### src/hw/rtl/idq_pkg.sv
// ----------------------------------------------------------------------------
// idq_pkg
// Shared types and constants for the indexed deque store: request and
// response transactions, operation and status codes, cell control.
// ----------------------------------------------------------------------------
package idq_pkg;

  localparam int Capacity = 64;
  localparam int IdxW     = (Capacity > 1) ? $clog2(Capacity) : 1;
  localparam int CntW     = $clog2(Capacity + 1);
  localparam int PosW     = 7;
  localparam int CmpW     = (CntW > PosW) ? CntW : PosW;
  localparam int DataW    = 32;

  typedef enum logic [3:0] {
    FN_PUSH_BACK  = 4'd0,
    FN_PUSH_FRONT = 4'd1,
    FN_POP_FRONT  = 4'd2,
    FN_POP_BACK   = 4'd3,
    FN_PEEK_FRONT = 4'd4,
    FN_PEEK_BACK  = 4'd5,
    FN_READ       = 4'd6,
    FN_INSERT     = 4'd7,
    FN_REMOVE     = 4'd8,
    FN_CLEAR      = 4'd9
  } func_e;

  typedef enum logic [1:0] {
    ST_OK    = 2'd0,
    ST_RANGE = 2'd1,
    ST_FULL  = 2'd2
  } status_e;

  typedef enum logic [1:0] {
    CELL_HOLD   = 2'd0,
    CELL_INSERT = 2'd1,
    CELL_REMOVE = 2'd2
  } cell_op_e;

  typedef struct packed {
    logic [3:0]              func;
    logic [PosW-1:0]         position;
    logic signed [DataW-1:0] item_value;
  } req_t;

  typedef struct packed {
    logic signed [DataW-1:0] read_value;
    logic [1:0]              status;
    logic [6:0]              element_count;
    logic                    is_empty;
  } rsp_t;

  // Broadcast to every cell of the row
  typedef struct packed {
    cell_op_e          op;
    logic [CmpW-1:0]   pos;
    logic [DataW-1:0]  value;
    logic [CmpW-1:0]   rd_pos;
  } cell_ctrl_t;

endpackage

### src/hw/rtl/idq_cell.sv
// ----------------------------------------------------------------------------
// idq_cell
// One storage cell of the shifting row. Holds one word, takes its left
// neighbor on insert, its right neighbor on remove, and drives its word
// onto the read bus when its index is selected.
// ----------------------------------------------------------------------------
module idq_cell (
  input  logic                        clk_i,
  input  logic [idq_pkg::IdxW-1:0]    idx_i,
  input  idq_pkg::cell_ctrl_t         ctrl_i,
  input  logic [idq_pkg::DataW-1:0]   left_i,
  input  logic [idq_pkg::DataW-1:0]   right_i,
  output logic [idq_pkg::DataW-1:0]   data_o,
  output logic [idq_pkg::DataW-1:0]   rd_o
);
  import idq_pkg::*;

  logic [DataW-1:0] data_d, data_q;
  logic [CmpW-1:0]  idx_ext;

  assign idx_ext = CmpW'(idx_i);

  // Select shift source by position relative to this cell
  always_comb begin
    data_d = data_q;
    case (ctrl_i.op)
      CELL_INSERT: begin
        if (idx_ext == ctrl_i.pos) begin
          data_d = ctrl_i.value;
        end else if (idx_ext > ctrl_i.pos) begin
          data_d = left_i;
        end
      end
      CELL_REMOVE: begin
        if (idx_ext >= ctrl_i.pos) begin
          data_d = right_i;
        end
      end
      default: data_d = data_q;
    endcase
  end

  always_ff @(posedge clk_i) begin
    data_q <= data_d;
  end

  assign data_o = data_q;
  assign rd_o   = (idx_ext == ctrl_i.rd_pos) ? data_q : '0;

endmodule

### config.mk
export PLATFORM = sky130hd
export DESIGN_NAME = idq_cell
export DESIGN_NICKNAME = d
export VERILOG_FILES = /design/src/hw/rtl/idq_pkg.sv /design/src/hw/rtl/idq_cell.sv
export SDC_FILE = /design/constraint.sdc
export NUM_CORES = 1
export LEC_CHECK = 0
export BUFFER_PORTS_ARGS = -buffer_cell sky130_fd_sc_hd__buf_2
export CAP_MARGIN = 20
export CORE_MARGIN = 2
export CORE_UTILIZATION = 30
export DETAILED_ROUTE_END_ITERATION = 10
export PLACE_DENSITY = 0.66
export SLEW_MARGIN = 25
export SYNTH_ARGS = -nofsm -noshare
export SYNTH_HDL_FRONTEND = slang
export SYNTH_SLANG_ARGS = --single-unit
export TNS_END_PERCENT = 1
### constraint.sdc
create_clock -name clk_i -period 3 [get_ports clk_i]
set_input_delay 0.75 -clock clk_i [delete_from_list [all_inputs] [get_ports clk_i]]
set_output_delay 0.75 -clock clk_i [all_outputs]
set_load 0.01 [all_outputs]
======== Word-level counts from Yosys, hierarchy flattened ========
Cells that the tools add are included.
storage, ports and cells
  register bits after elaboration ......... 32
  output and inout port bits .............. 64
  ROM bits ................................ 0
  bits in latches ......................... 0
  input port bits ......................... 119
  bits in writable memories ............... 0
  memories kept ........................... 0
  logic and storage cells ................. 16
operators by class
  magnitude comparators ................... 2
  equality and inequality tests ........... 6
  bitwise gates (word level) .............. 0
  multiply operators ...................... 0
  shift-type cells ........................ 0
  div/mod/pow operators ................... 0
  add/sub/neg operators ................... 0
  multiplexer cells ....................... 5
  reduce and logical (&&, ||, !) cells .... 2
operator list
  operator              count
  $mux W32              4
  $pmux W32 S2          1
  $eq A6 B7 Y1          2
  $ge A6 B7 Y1          1
  $gt A6 B7 Y1          1
  $ne A3 B3 Y1 const B  1
  $reduce_and A3 Y1     1
  $eq A2 B1 Y1 const B  1
  $eq A2 B2 Y1 const B  1
  $ne A2 B2 Y1 const B  1
  $reduce_bool A2 Y1    1

======== Longest topological paths before layout ========
Gate-level depths: netlist of the first run.
  depth in word-level cells ............... 4
  gate-level depth with buffers ........... 7
  gate-level depth less buffers ........... 6

======== Worst setup path after synthesis of the first run ========
No wires, ideal clock.
  path kind ............................... input -> output
  from .................................... input ctrl_i[5] (netlist bit)
  to ...................................... output rd_o[10] (netlist bit)
  required time ........................... 2.250 ns
  path slack .............................. 0.276 ns
  cell stages on the path ................. 5
  path buffers ............................ 1
  data arrival time ....................... 1.974 ns
  cell sequence ........................... xor2_1 -> or4_4 -> nor4_4 -> clkbuf_2 -> and2_1
on the way
  longest elaborated chain between the ends .. 2
RTL lines
  what                line            RTL
  start: declaration  idq_cell.sv:10  input idq_pkg::cell_ctrl_t ctrl_i,
  $eq A6 B7 Y1        idq_cell.sv:48  assign rd_o = (idx_ext == ctrl_i.rd_pos) ? data_q : '0;
  $mux W32            idq_cell.sv:48
  end: declaration    idq_cell.sv:14  output logic [idq_pkg::DataW-1:0] rd_o
Every way passes these cells.

======== Worst setup path in the final report of the first run ========
Same ends and word-level chain as after synthesis.

==> results.txt, run 1 <==
The worst setup slack after placement is -23.3 ps. The die is 87.9 µm tall. The register share of total power is 46.5%. The global placement routability congestion came out at 0.760.

The fraction of final layout cells sized beyond drive strength 1 came out at 56.7%. The iteration count of the initial detailed-routing pass is 4. The setup violation total in the final timing report came out at 0.

The floorplan has 30 rows. The share of the yosys chip area belonging to registers is 45.5%. The total count of hold-check failures in the final report is 0. The post-detailed-placement cell area came out at 3160 µm². The mean number of vias per cell is 4.36. Broken down by cell family, the worst path's largest delay share belongs to simple AND/OR/NAND/NOR gates. The final worst slack is 25.6 ps. The flip-flop count of the largest register after layout came out at 32.

The port buffer count is 182. The global routing usage summed across all routing layers is 13.9%. The clock tree from TritonCTS is built. The number of logic stages on the critical path including buffering came out at 7. The worst-path maximum fanout is 10.

The static leakage is 1.55 nW. The aggregate global routing overflow came out at 0. The final critical-path required period came out at 2970 ps. The fraction of met3 tracks used by global routing came out at 2.64%. Counting flops with a built-in enable in the synthesized netlist gives 32. Setup repair after global routing could not meet its margin everywhere. The count of synthesis-stage warnings from yosys is 0.

The total length of routed wires is 5830 µm. The endpoint of the worst setup timing path is rd_o[10]. The global-route wire length before repair is 8350 µm. The worst IR drop on VDD came out at 0.165 mV. The worst setup path category is in -> out. The summed negative setup slack over all endpoints came out at 0 ps. The run finished with clean final reports. Fill cells in the final layout number 653.

The number of antenna diodes in the final layout is 0. Synthesis instantiated 23 different standard cells from the library. For this run, the top clock speed supported by timing is 336 MHz. The worst pin sits at a relative slew slack of 65.4%. The number of setup buffers added after CTS is 0. Cells fill 50.2% of the core in the end. The post-layout instance count excluding filler cells is 486. The worst-margin pin slew came out at 520 ps.

The vias after detailed routing came out at 2121. Power spread over the standard cell area amounts to 343 nW/µm². The die width came out at 87.9 µm. The global routing stage identified its most utilized layer as met2. The share of flip-flops with an asynchronous set or reset after synthesis is 0%.

Hold timing on the final database bottoms out at a slack of 745 ps. The netlist area before placement came out at 2110 µm². The initial utilization of the core area, before any placement, comes to 31.1%. The detailed placer's ending HPWL is 4690 µm.

183 I/O pins were placed. Per report_power, the combinational group accounts for 19.4% of the total. The global routing met2 resource utilization is 26.0%. The library cell with the largest summed area after synthesis is sky130_fd_sc_hd__edfxtp_1. The initial antenna violation count is 0. The area of the core came out at 6790 µm².

The clock network burns 34.0% of the power. Dividing the synthesized area by the synthesized cell count gives 10.2 µm². Data arrives at the worst endpoint at 2220 ps. The number of H-tree branching levels is 2. STA classifies the critical path endpoint as an output port.

Ranked by instance count, the synthesized netlist is headed by 32 x sky130_fd_sc_hd__edfxtp_1, 32 x sky130_fd_sc_hd__mux2i_1, 32 x sky130_fd_sc_hd__nand2_1, 32 x sky130_fd_sc_hd__o21ai_0, 21 x sky130_fd_sc_hd__and2_2. The final design instance area without fill is 3410 µm². The max-cap check violation count came out at 0. The slowest stage of the critical path belongs to the cell sky130_fd_sc_hd__or4_4.

Data on the critical path is required at its endpoint by 2250 ps. The net switching share of the total power came out at 23.4%. The net count after synthesis is 331.

The pin count of the biggest net entering global routing came out at 65. Walking the worst path, the cells encountered are buf_6, xor2_1, or4_4, nor4_4, buf_4, and2_1, buf_2. Hold repair after CTS inserted 0 buffers. The internal power contribution is 0.896 mW. In this run, the number of DRC markers left after iteration 0 of detailed routing was 47. The buffer and inverter count on the worst path is 3. The area growth from synthesis to layout came out at 61.5%. The worst setup path is launched from an input port.

The longest clock path from root to sink contains 2 buffers. In this run the remaining antenna-violating nets after routing total 0. The clock net sink count came out at 32.

In the final routed layout, each cell accounts on average for 12.0 µm. The met1 routing resource usage after global routing is 15.5%. The final-stage net count came out at 514.

The first element of the critical path is ctrl_i[5]. The cell total after placement came out at 478. In the synthesized netlist the dominant register cell turns out to be sky130_fd_sc_hd__edfxtp_1.

The total power came out at 1.17 mW. The worst hold path depth is 3. The register bit total from synthesis came out at 32. The maximum single-stage delay on the critical path is 520 ps.

The cell count after synthesis came out at 206. For this design the total switching power over the nets is 0.273 mW. The number of remaining DRC errors came out at 0.

The post-route fraction of the period consumed by the critical path is 99.1%. By area the synthesized netlist is led by sky130_fd_sc_hd__edfxtp_1 46%, sky130_fd_sc_hd__mux2i_1 15%, sky130_fd_sc_hd__o21ai_0 7.6%. The share of the synthesized area in the top cell type came out at 45.5%. The die covers 7720 µm². The type of the tightest min-delay check is in -> reg. The clock input transition at the sequential cells of the worst setup and hold paths came out at 70 ps. Clock tree synthesis inserted a total of 5 buffers.

The number of global-route vias before repair came to 1919. CTS placed an instance of sky130_fd_sc_hd__clkbuf_8 at the clock tree root. The max-slew violation total from the final report came out at 0.
cell usage in the layout, fill, tap and decap left out:
cell                        instances
sky130_fd_sc_hd__buf_4              6
sky130_fd_sc_hd__or4_4              1
sky130_fd_sc_hd__buf_6             23
sky130_fd_sc_hd__nor2b_4            1
sky130_fd_sc_hd__clkbuf_8           5
sky130_fd_sc_hd__and2_1            11
sky130_fd_sc_hd__xor2_1             6
sky130_fd_sc_hd__nand2_1           32
sky130_fd_sc_hd__nor2_4             1
sky130_fd_sc_hd__ha_1               6
sky130_fd_sc_hd__inv_1              6
sky130_fd_sc_hd__nor4_4             1
sky130_fd_sc_hd__nor2_1             1
sky130_fd_sc_hd__clkbuf_1           1
sky130_fd_sc_hd__clkinv_2           1
sky130_fd_sc_hd__o22a_1             1
sky130_fd_sc_hd__nor2b_1            1
sky130_fd_sc_hd__o21ai_0           32
sky130_fd_sc_hd__a211oi_1           1
sky130_fd_sc_hd__nor3_1             1
sky130_fd_sc_hd__buf_2            159
sky130_fd_sc_hd__buf_12             1
sky130_fd_sc_hd__bufinv_16          1
sky130_fd_sc_hd__nand2b_1           1
sky130_fd_sc_hd__nand3_1            2
sky130_fd_sc_hd__a21oi_1            2
sky130_fd_sc_hd__edfxtp_1          32
sky130_fd_sc_hd__nand4b_1           1
sky130_fd_sc_hd__mux2i_1           32
sky130_fd_sc_hd__and2_2            21
worst min-delay path: cells and delay by family:
kind | cells | cell delay [ps]
buffers and inverters | 1 | 70
AO/OA/AOI/OAI | 1 | 50
AND/OR/NAND/NOR | 1 | 30
kinds of logic after synthesis:
logic type	share of synthesized area, %
AND/OR/NAND/NOR	20.3
adder cells (fa/ha/maj)	3.56
multiplexers	15.2
XOR/XNOR	2.49
flip-flops	45.5
AO/OA/AOI/OAI	8.83
buffers and inverters	4.09
repair_timing:
action	CTS	global route
pin swaps	8	0
hold endpoints to repair	0	0
resized for setup	2	22
cloned	0	0
setup endpoints to repair	12	32
metal layers:
metal | vias to the layer above | part of all wire [%]
met2 | 99 | 53
met4 | 0 | 1.6
met3 | 8 | 6.8
met5 | - | 0
li1 | 1085 | -
met1 | 929 | 38
worst min path at each step:
stage	from	to	slack, ps
floorplan	right_i[0]	data_o[0]$_DFFE_PP_	940
global placement	right_i[17]	data_o[17]$_DFFE_PP_	1030
detailed placement	right_i[13]	data_o[13]$_DFFE_PP_	1030
CTS	right_i[13]	data_o[13]$_DFFE_PP_	740
global route	right_i[6]	data_o[6]$_DFFE_PP_	750
finish	right_i[31]	data_o[31]$_DFFE_PP_	750
cell type report:
cell class              count  area (µm²)  area share [%]
clock buffers               6        72.6            2.13
clock inverters             2        35.0            1.03
inverters                   6        22.5           0.661
multi-input cells         155        1080            31.6
flip-flops and latches     32         961            28.2
well taps                  96         120            3.52
repair buffers            189        1120            32.8
power by group through the flow:
stage / sequential [mW] / clock (mW) / combinational, mW
2_1_floorplan: 0.568 / 0 / 0.0811
3_3_place_gp: 0.553 / 0 / 0.221
3_5_place_dp: 0.554 / 0 / 0.227
4_1_cts: 0.545 / 0.411 / 0.229
5_1_grt: 0.548 / 0.428 / 0.256
6_report: 0.544 / 0.398 / 0.227
(Power assumes the default switching activity.)
==> run 2: changes to the inputs <==
--- a/config.mk
+++ b/config.mk
@@ -9,6 +9,7 @@
 export CAP_MARGIN = 20
 export CORE_MARGIN = 2
 export CORE_UTILIZATION = 30
+export CTS_BUF_LIST = sky130_fd_sc_hd__clkbuf_8
 export DETAILED_ROUTE_END_ITERATION = 10
 export PLACE_DENSITY = 0.66
 export SLEW_MARGIN = 25
==> run 2 against run 1 <==
  * Final cell count did not move
  * Sequential cell count did not move
  * Global-route usage did not move
  * Fmax stayed put
  * Sequential power about the same
  * Via count stayed put
==> results.txt, run 2 (same netlist as run 1, synthesis figures left out) <==
The count of routing violations after the opening detailed-route iteration is 47 (unchanged). The detailed placer's ending HPWL came out at 4690 µm (unchanged). The number of remaining DRC errors came out at 0 (unchanged). The maximum buffer depth of the clock tree is 2 (unchanged). The iteration count of the initial detailed-routing pass came out at 4 (unchanged). The startpoint kind of the worst setup timing path is an input port. The power density normalized to cell area is 342 nW/µm² (-0.27%). The worst-path maximum fanout is 10 (unchanged). The starting utilization of the core area is 31.1% (unchanged). The worst setup path is captured at an output port. The required time reported for the critical path endpoint came out at 2250 ps (about the same).

The number of global-route vias before repair was 1919 (unchanged). The number of H-tree branching levels came to 2 (unchanged). The total count of hold-check failures in the final report came out at 0 (unchanged).

The final-stage net count came out at 514 (unchanged). The critical path starts at ctrl_i[5]. The count of antenna diodes in the layout came out at 0 (unchanged).

The total length of routed wires is 5830 µm (unchanged). The worst-margin pin slew came out at 520 ps (unchanged). The worst hold margin came out at 745 ps (unchanged). The final critical-path required period was 2970 ps (unchanged).

The max-cap check violation count came out at 0 (unchanged). The global placement routability congestion was 0.760 (unchanged). The global-route wire length before repair is 8350 µm (unchanged). The clock tree root buffer cell is sky130_fd_sc_hd__clkbuf_8.

The clock net sink count came out at 32 (unchanged). The fraction of final layout cells sized beyond drive strength 1 was 56.7% (unchanged). The maximum clock rate was 336 MHz (unchanged).

The pin count of the biggest net entering global routing is 65 (unchanged). The port buffer count came out at 182 (unchanged). The top-level port count came to 183 (unchanged). The floorplan row count is 30 (unchanged).

Leaving out fill and tap cells, the most frequent cell in the layout is sky130_fd_sc_hd__buf_2. The startpoint of the lowest-slack hold path is right_i[31]. The global routing usage summed across all routing layers is 13.9% (unchanged). The post-route fraction of the period consumed by the critical path is 99.1% (unchanged). The area growth from synthesis to layout came out at 61.5% (unchanged).

The post-layout instance count excluding filler cells came to 486 (unchanged). The critical path in this run is classified as in -> out. The number of nets with antenna violations after routing was 0 (unchanged). The mean routed wirelength per cell was 12.0 µm (unchanged). The flip-flop count of the largest register after layout is 32 (unchanged). The hold buffer count at cts came out at 0 (unchanged). The vias after detailed routing is 2121 (unchanged). The worst relative slew slack was 65.4% (unchanged). TritonCTS built the clock tree. The endpoint arrival time on the critical path came out at 2220 ps (about the same). The aggregate global routing overflow is 0 (unchanged). The number of setup buffers added after CTS came out at 0 (unchanged). Leaving out fill and tap cells, the most frequent cells in the layout are 159 x sky130_fd_sc_hd__buf_2, 32 x sky130_fd_sc_hd__mux2i_1, 32 x sky130_fd_sc_hd__nand2_1, 32 x sky130_fd_sc_hd__o21ai_0, 32 x sky130_fd_sc_hd__edfxtp_1. The initial antenna violation count was 0 (unchanged). The CTS buffer count came out at 5 (unchanged). The cell total after placement came out at 478 (unchanged). The mean number of vias per cell is 4.36 (unchanged). The full die area is 7720 µm² (unchanged). The number of filler instances in the final layout was 653 (unchanged). The flow ran to the end, and the final reports show no timing, DRC or antenna violations. The path class of the tightest hold or removal check is in -> reg.

The max-slew violation total from the final report came to 0 (unchanged). The die height came to 87.9 µm (unchanged). The setup violation total in the final timing report came out at 0 (unchanged).

Setup repair after global routing could not meet its margin everywhere. The die width is 87.9 µm (unchanged). The area of the core came out at 6790 µm² (unchanged). The static leakage is 1.56 nW (+0.27%). The clock input transition at the sequential cells of the worst setup and hold paths came to 70 ps (about the same). The worst IR drop on VDD came out at 0.165 mV (unchanged).
-- run 2: cell count changes in the layout (fill, tap and decap cells not counted), sizes merged --
cell and change:
clkbuf -1, inv +1
-- run 2: final cells by class --
| class | instances | area, µm² | area share, % |
|---|---|---|---|
| Multi-Input combinational cell | 155 | 1080 | 31.6 |
| Inverter | 6 | 22.5 | 0.661 |
| Clock buffer | 5 | 68.8 | 2.02 |
| Sequential cell | 32 | 961 | 28.2 |
| Clock inverter | 3 | 38.8 | 1.14 |
| Tap cell | 96 | 120 | 3.52 |
| Timing Repair Buffer | 189 | 1120 | 32.8 |
-- run 2: worst max-delay path, cell delays in order --
cell	delay, ps
sky130_fd_sc_hd__buf_6	90
sky130_fd_sc_hd__xor2_1	140
sky130_fd_sc_hd__or4_4	520
sky130_fd_sc_hd__nor4_4	250
sky130_fd_sc_hd__buf_4	220
sky130_fd_sc_hd__and2_1	120
sky130_fd_sc_hd__buf_2	120
-- run 2: metal layers --
| metal | share of wire [%] | wire length [µm] | track usage (%) |
|---|---|---|---|
| met5 | 0 | 0 | 0 |
| met4 | 1.6 | 94 | 5.31 |
| met3 | 6.8 | 395 | 2.64 |
| met2 | 53 | 3110 | 26.0 |
| met1 | 38 | 2230 | 15.5 |
-- run 2: report_power, final --
part	internal (mW)	leakage [nW]	total (mW)	switching (mW)
Combinational	0.119	1.21	0.227	0.109
Clock	0.243	0.0593	0.395	0.152
Sequential	0.532	0.286	0.544	0.0128
-- run 2: worst paths after layout --
path	slack, ps	cells after the start	endpoint
worst max-delay path	30	7	rd_o[10]
worst min-delay path	750	3	data_o[31]$_DFFE_PP_
-- run 2: what timing repair did --
action | 4_1_cts | 5_1_grt
setup endpoints to repair | 12 | 32
resized for setup | 2 | 22
pin swaps | 8 | 0
-- run 2: per-stage QoR --
stage          setup WS, ps  setup TNS (ps)  cell area (µm²)  total power [mW]  util (%)
2_1_floorplan           276               0             2110             0.649         -
3_3_place_gp           6.23               0             3160             0.774      46.5
3_5_place_dp          -23.3            -187             3160             0.781      46.5
4_1_cts               -6.26           -25.4             3280              1.18      48.3
5_1_grt               -79.3           -1190             3410              1.23      50.2
6_report               25.6               0             3410              1.17      50.2
==> run 3: changes to the inputs <==
--- a/config.mk
+++ b/config.mk
@@ -9,7 +9,7 @@
 export CAP_MARGIN = 20
 export CORE_MARGIN = 2
 export CORE_UTILIZATION = 30
-export CTS_BUF_LIST = sky130_fd_sc_hd__clkbuf_8
+export CTS_BUF_LIST = sky130_fd_sc_hd__clkbuf_4
 export DETAILED_ROUTE_END_ITERATION = 10
 export PLACE_DENSITY = 0.66
 export SLEW_MARGIN = 25
==> run 3 against run 2 <==
  * Power shrank 5.9%
  * Final cell count is the same
  * Critical path depth unchanged
  * Sequential cell count unchanged
  * Via count increased by 0.28%
  * Critical path type unchanged
  * Critical endpoint unchanged
==> results.txt, run 3 (same netlist as run 1, synthesis figures left out) <==
The post-layout instance count excluding filler cells came out at 486 (unchanged). The mean routed wirelength per cell is 12.0 µm (-0.19%). The top-level port count came to 183 (unchanged). The clock tree root buffer cell is sky130_fd_sc_hd__clkbuf_4.

The number of global-route vias before repair came to 1919 (unchanged). The full die area is 7720 µm² (unchanged). The maximum buffer depth of the clock tree is 2 (unchanged). The total count of hold-check failures in the final report came out at 0 (unchanged). The die height came to 87.9 µm (unchanged). Leaving out fill and tap cells, the most frequent cells in the layout are 159 x sky130_fd_sc_hd__buf_2, 32 x sky130_fd_sc_hd__mux2i_1, 32 x sky130_fd_sc_hd__nand2_1, 32 x sky130_fd_sc_hd__o21ai_0, 32 x sky130_fd_sc_hd__edfxtp_1.

The area growth from synthesis to layout is 60.2%. The summed negative setup slack over all endpoints was 0 ps (unchanged). The final design instance area without fill is 3380 µm² (-0.81%). The mean number of vias per cell is 4.38 (+0.28%). The maximum clock rate came out at 336 MHz (about the same). The starting utilization of the core area is 31.1% (unchanged). The pin count of the biggest net entering global routing is 65 (unchanged). The min-delay analysis places its worst path in the category in -> reg.

The number of setup buffers added after CTS is 0 (unchanged). The final design utilization was 49.8% (-0.41 points). The global-route wire length before repair is 8400 µm (+0.57%). The startpoint kind of the worst setup timing path is an input port. The iteration count of the initial detailed-routing pass is 4 (unchanged). The detailed placer's ending HPWL came out at 4690 µm (unchanged). The power density normalized to cell area came out at 324 nW/µm² (-5.2%). The final-stage net count came to 514 (unchanged). The run finished with clean final reports. The vias after detailed routing is 2127 (+0.28%). The static leakage came to 1.54 nW (-0.88%).

The number of remaining DRC errors is 0 (unchanged). The count of routing violations after the opening detailed-route iteration is 41 (-13%). The final critical-path required period is 2970 ps (-0.542 ps). The post-detailed-placement cell area is 3160 µm² (unchanged). The die width came out at 87.9 µm (unchanged).

The global placement routability congestion is 0.760 (unchanged). The flip-flop count of the largest register after layout came out at 32 (unchanged). The worst IR drop on VDD is 0.191 mV (+15%). The cell total after placement is 478 (unchanged). The post-route fraction of the period consumed by the critical path was 99.1% (about the same). The fraction of final layout cells sized beyond drive strength 1 came out at 56.9% (+0.26 points). The max-slew violation total from the final report came out at 0 (unchanged).

The total length of routed wires is 5820 µm (-0.19%). The number of H-tree branching levels is 2 (unchanged). The count of antenna diodes in the layout came out at 0 (unchanged). Setup repair after global routing could not meet its margin everywhere.

The worst-path maximum fanout is 10 (unchanged). The aggregate global routing overflow came out at 0 (unchanged). The worst relative slew slack is 65.4% (+0.088 points). The initial antenna violation count is 0 (unchanged). The required time reported for the critical path endpoint is 2250 ps (about the same). The number of nets with antenna violations after routing came out at 0 (unchanged). The port buffer count is 182 (unchanged).

The max-cap check violation count is 0 (unchanged). The clock input transition at the sequential cells of the worst setup and hold paths was 100 ps (+30 ps). The library cell used most frequently in the layout, excluding fill and tap cells, is sky130_fd_sc_hd__buf_2.

The endpoint arrival time on the critical path is 2220 ps (about the same). The worst setup path is of the in -> out kind. The clock net sink count came out at 32 (unchanged). The floorplan row count is 30 (unchanged).

The worst-margin pin slew came to 518 ps (-1.32 ps). The setup violation total in the final timing report is 0 (unchanged). The worst setup path is captured at an output port. The CTS buffer count is 5 (unchanged). TritonCTS built the clock tree.

The global routing usage summed across all routing layers is 14.0% (+0.12 points). The area of the core is 6790 µm² (unchanged).
## run 3: changes by cell type in the layout (fill, tap and decap cells not counted)
cell                       delta
sky130_fd_sc_hd__clkbuf_4     +6
sky130_fd_sc_hd__inv_1        -1
sky130_fd_sc_hd__clkbuf_8     -5
## run 3: path summary, 6_finish.rpt
path,endpoint,slack (ps),from,depth (start not counted)
max,rd_o[10],30,ctrl_i[5],7
min,data_o[31]$_DFFE_PP_,700,right_i[31],3
## run 3: layout make-up
class / instances / area [µm²]
Fill cell: 656 / 3410
Clock buffer: 6 / 45.0
Tap cell: 96 / 120
Multi-Input combinational cell: 155 / 1080
Sequential cell: 32 / 961
Inverter: 6 / 22.5
Timing Repair Buffer: 189 / 1120
Clock inverter: 2 / 35.0
## run 3: timing repair
| action | in CTS | in global routing |
|---|---|---|
| endpoints found under the hold margin | 0 | 0 |
| pin swaps | 8 | 0 |
| cloned | 0 | 0 |
| hold buffers | 0 | 0 |
| gates resized for setup | 2 | 22 |
| endpoints found under the setup margin | 12 | 32 |
## run 3: power breakdown
part / switching, mW / total (mW) / leakage, nW / internal, mW
clock: 0.143 / 0.327 / 0.0456 / 0.184
sequential: 0.0127 / 0.544 / 0.286 / 0.531
combinational: 0.109 / 0.227 / 1.21 / 0.119
total: 0.264 / 1.10 / 1.54 / 0.833
## run 3: critical path, stage by stage
cell and delay (ps):
sky130_fd_sc_hd__buf_6 90, sky130_fd_sc_hd__xor2_1 140, sky130_fd_sc_hd__or4_4 520, sky130_fd_sc_hd__nor4_4 250
sky130_fd_sc_hd__buf_4 220, sky130_fd_sc_hd__and2_1 120, sky130_fd_sc_hd__buf_2 120
## run 3: per-stage QoR
step	total power, mW	setup WS, ps	hold WS (ps)
CTS	1.11	-6.26	679
floorplan	0.649	276	937
global route	1.17	-79.3	681
detailed placement	0.781	-23.3	1030
finish	1.10	26.2	696
global placement	0.774	6.23	1030
## run 3: routing by layer
layer / vias to the layer above / global-route usage [%] / part of all wire [%]
met4: 0 / 5.73 / 1.6
met2: 101 / 26.0 / 54
met1: 932 / 15.6 / 38
met5: - / 0 / 0
li1: 1086 / - / -
met3: 8 / 2.64 / 7.1
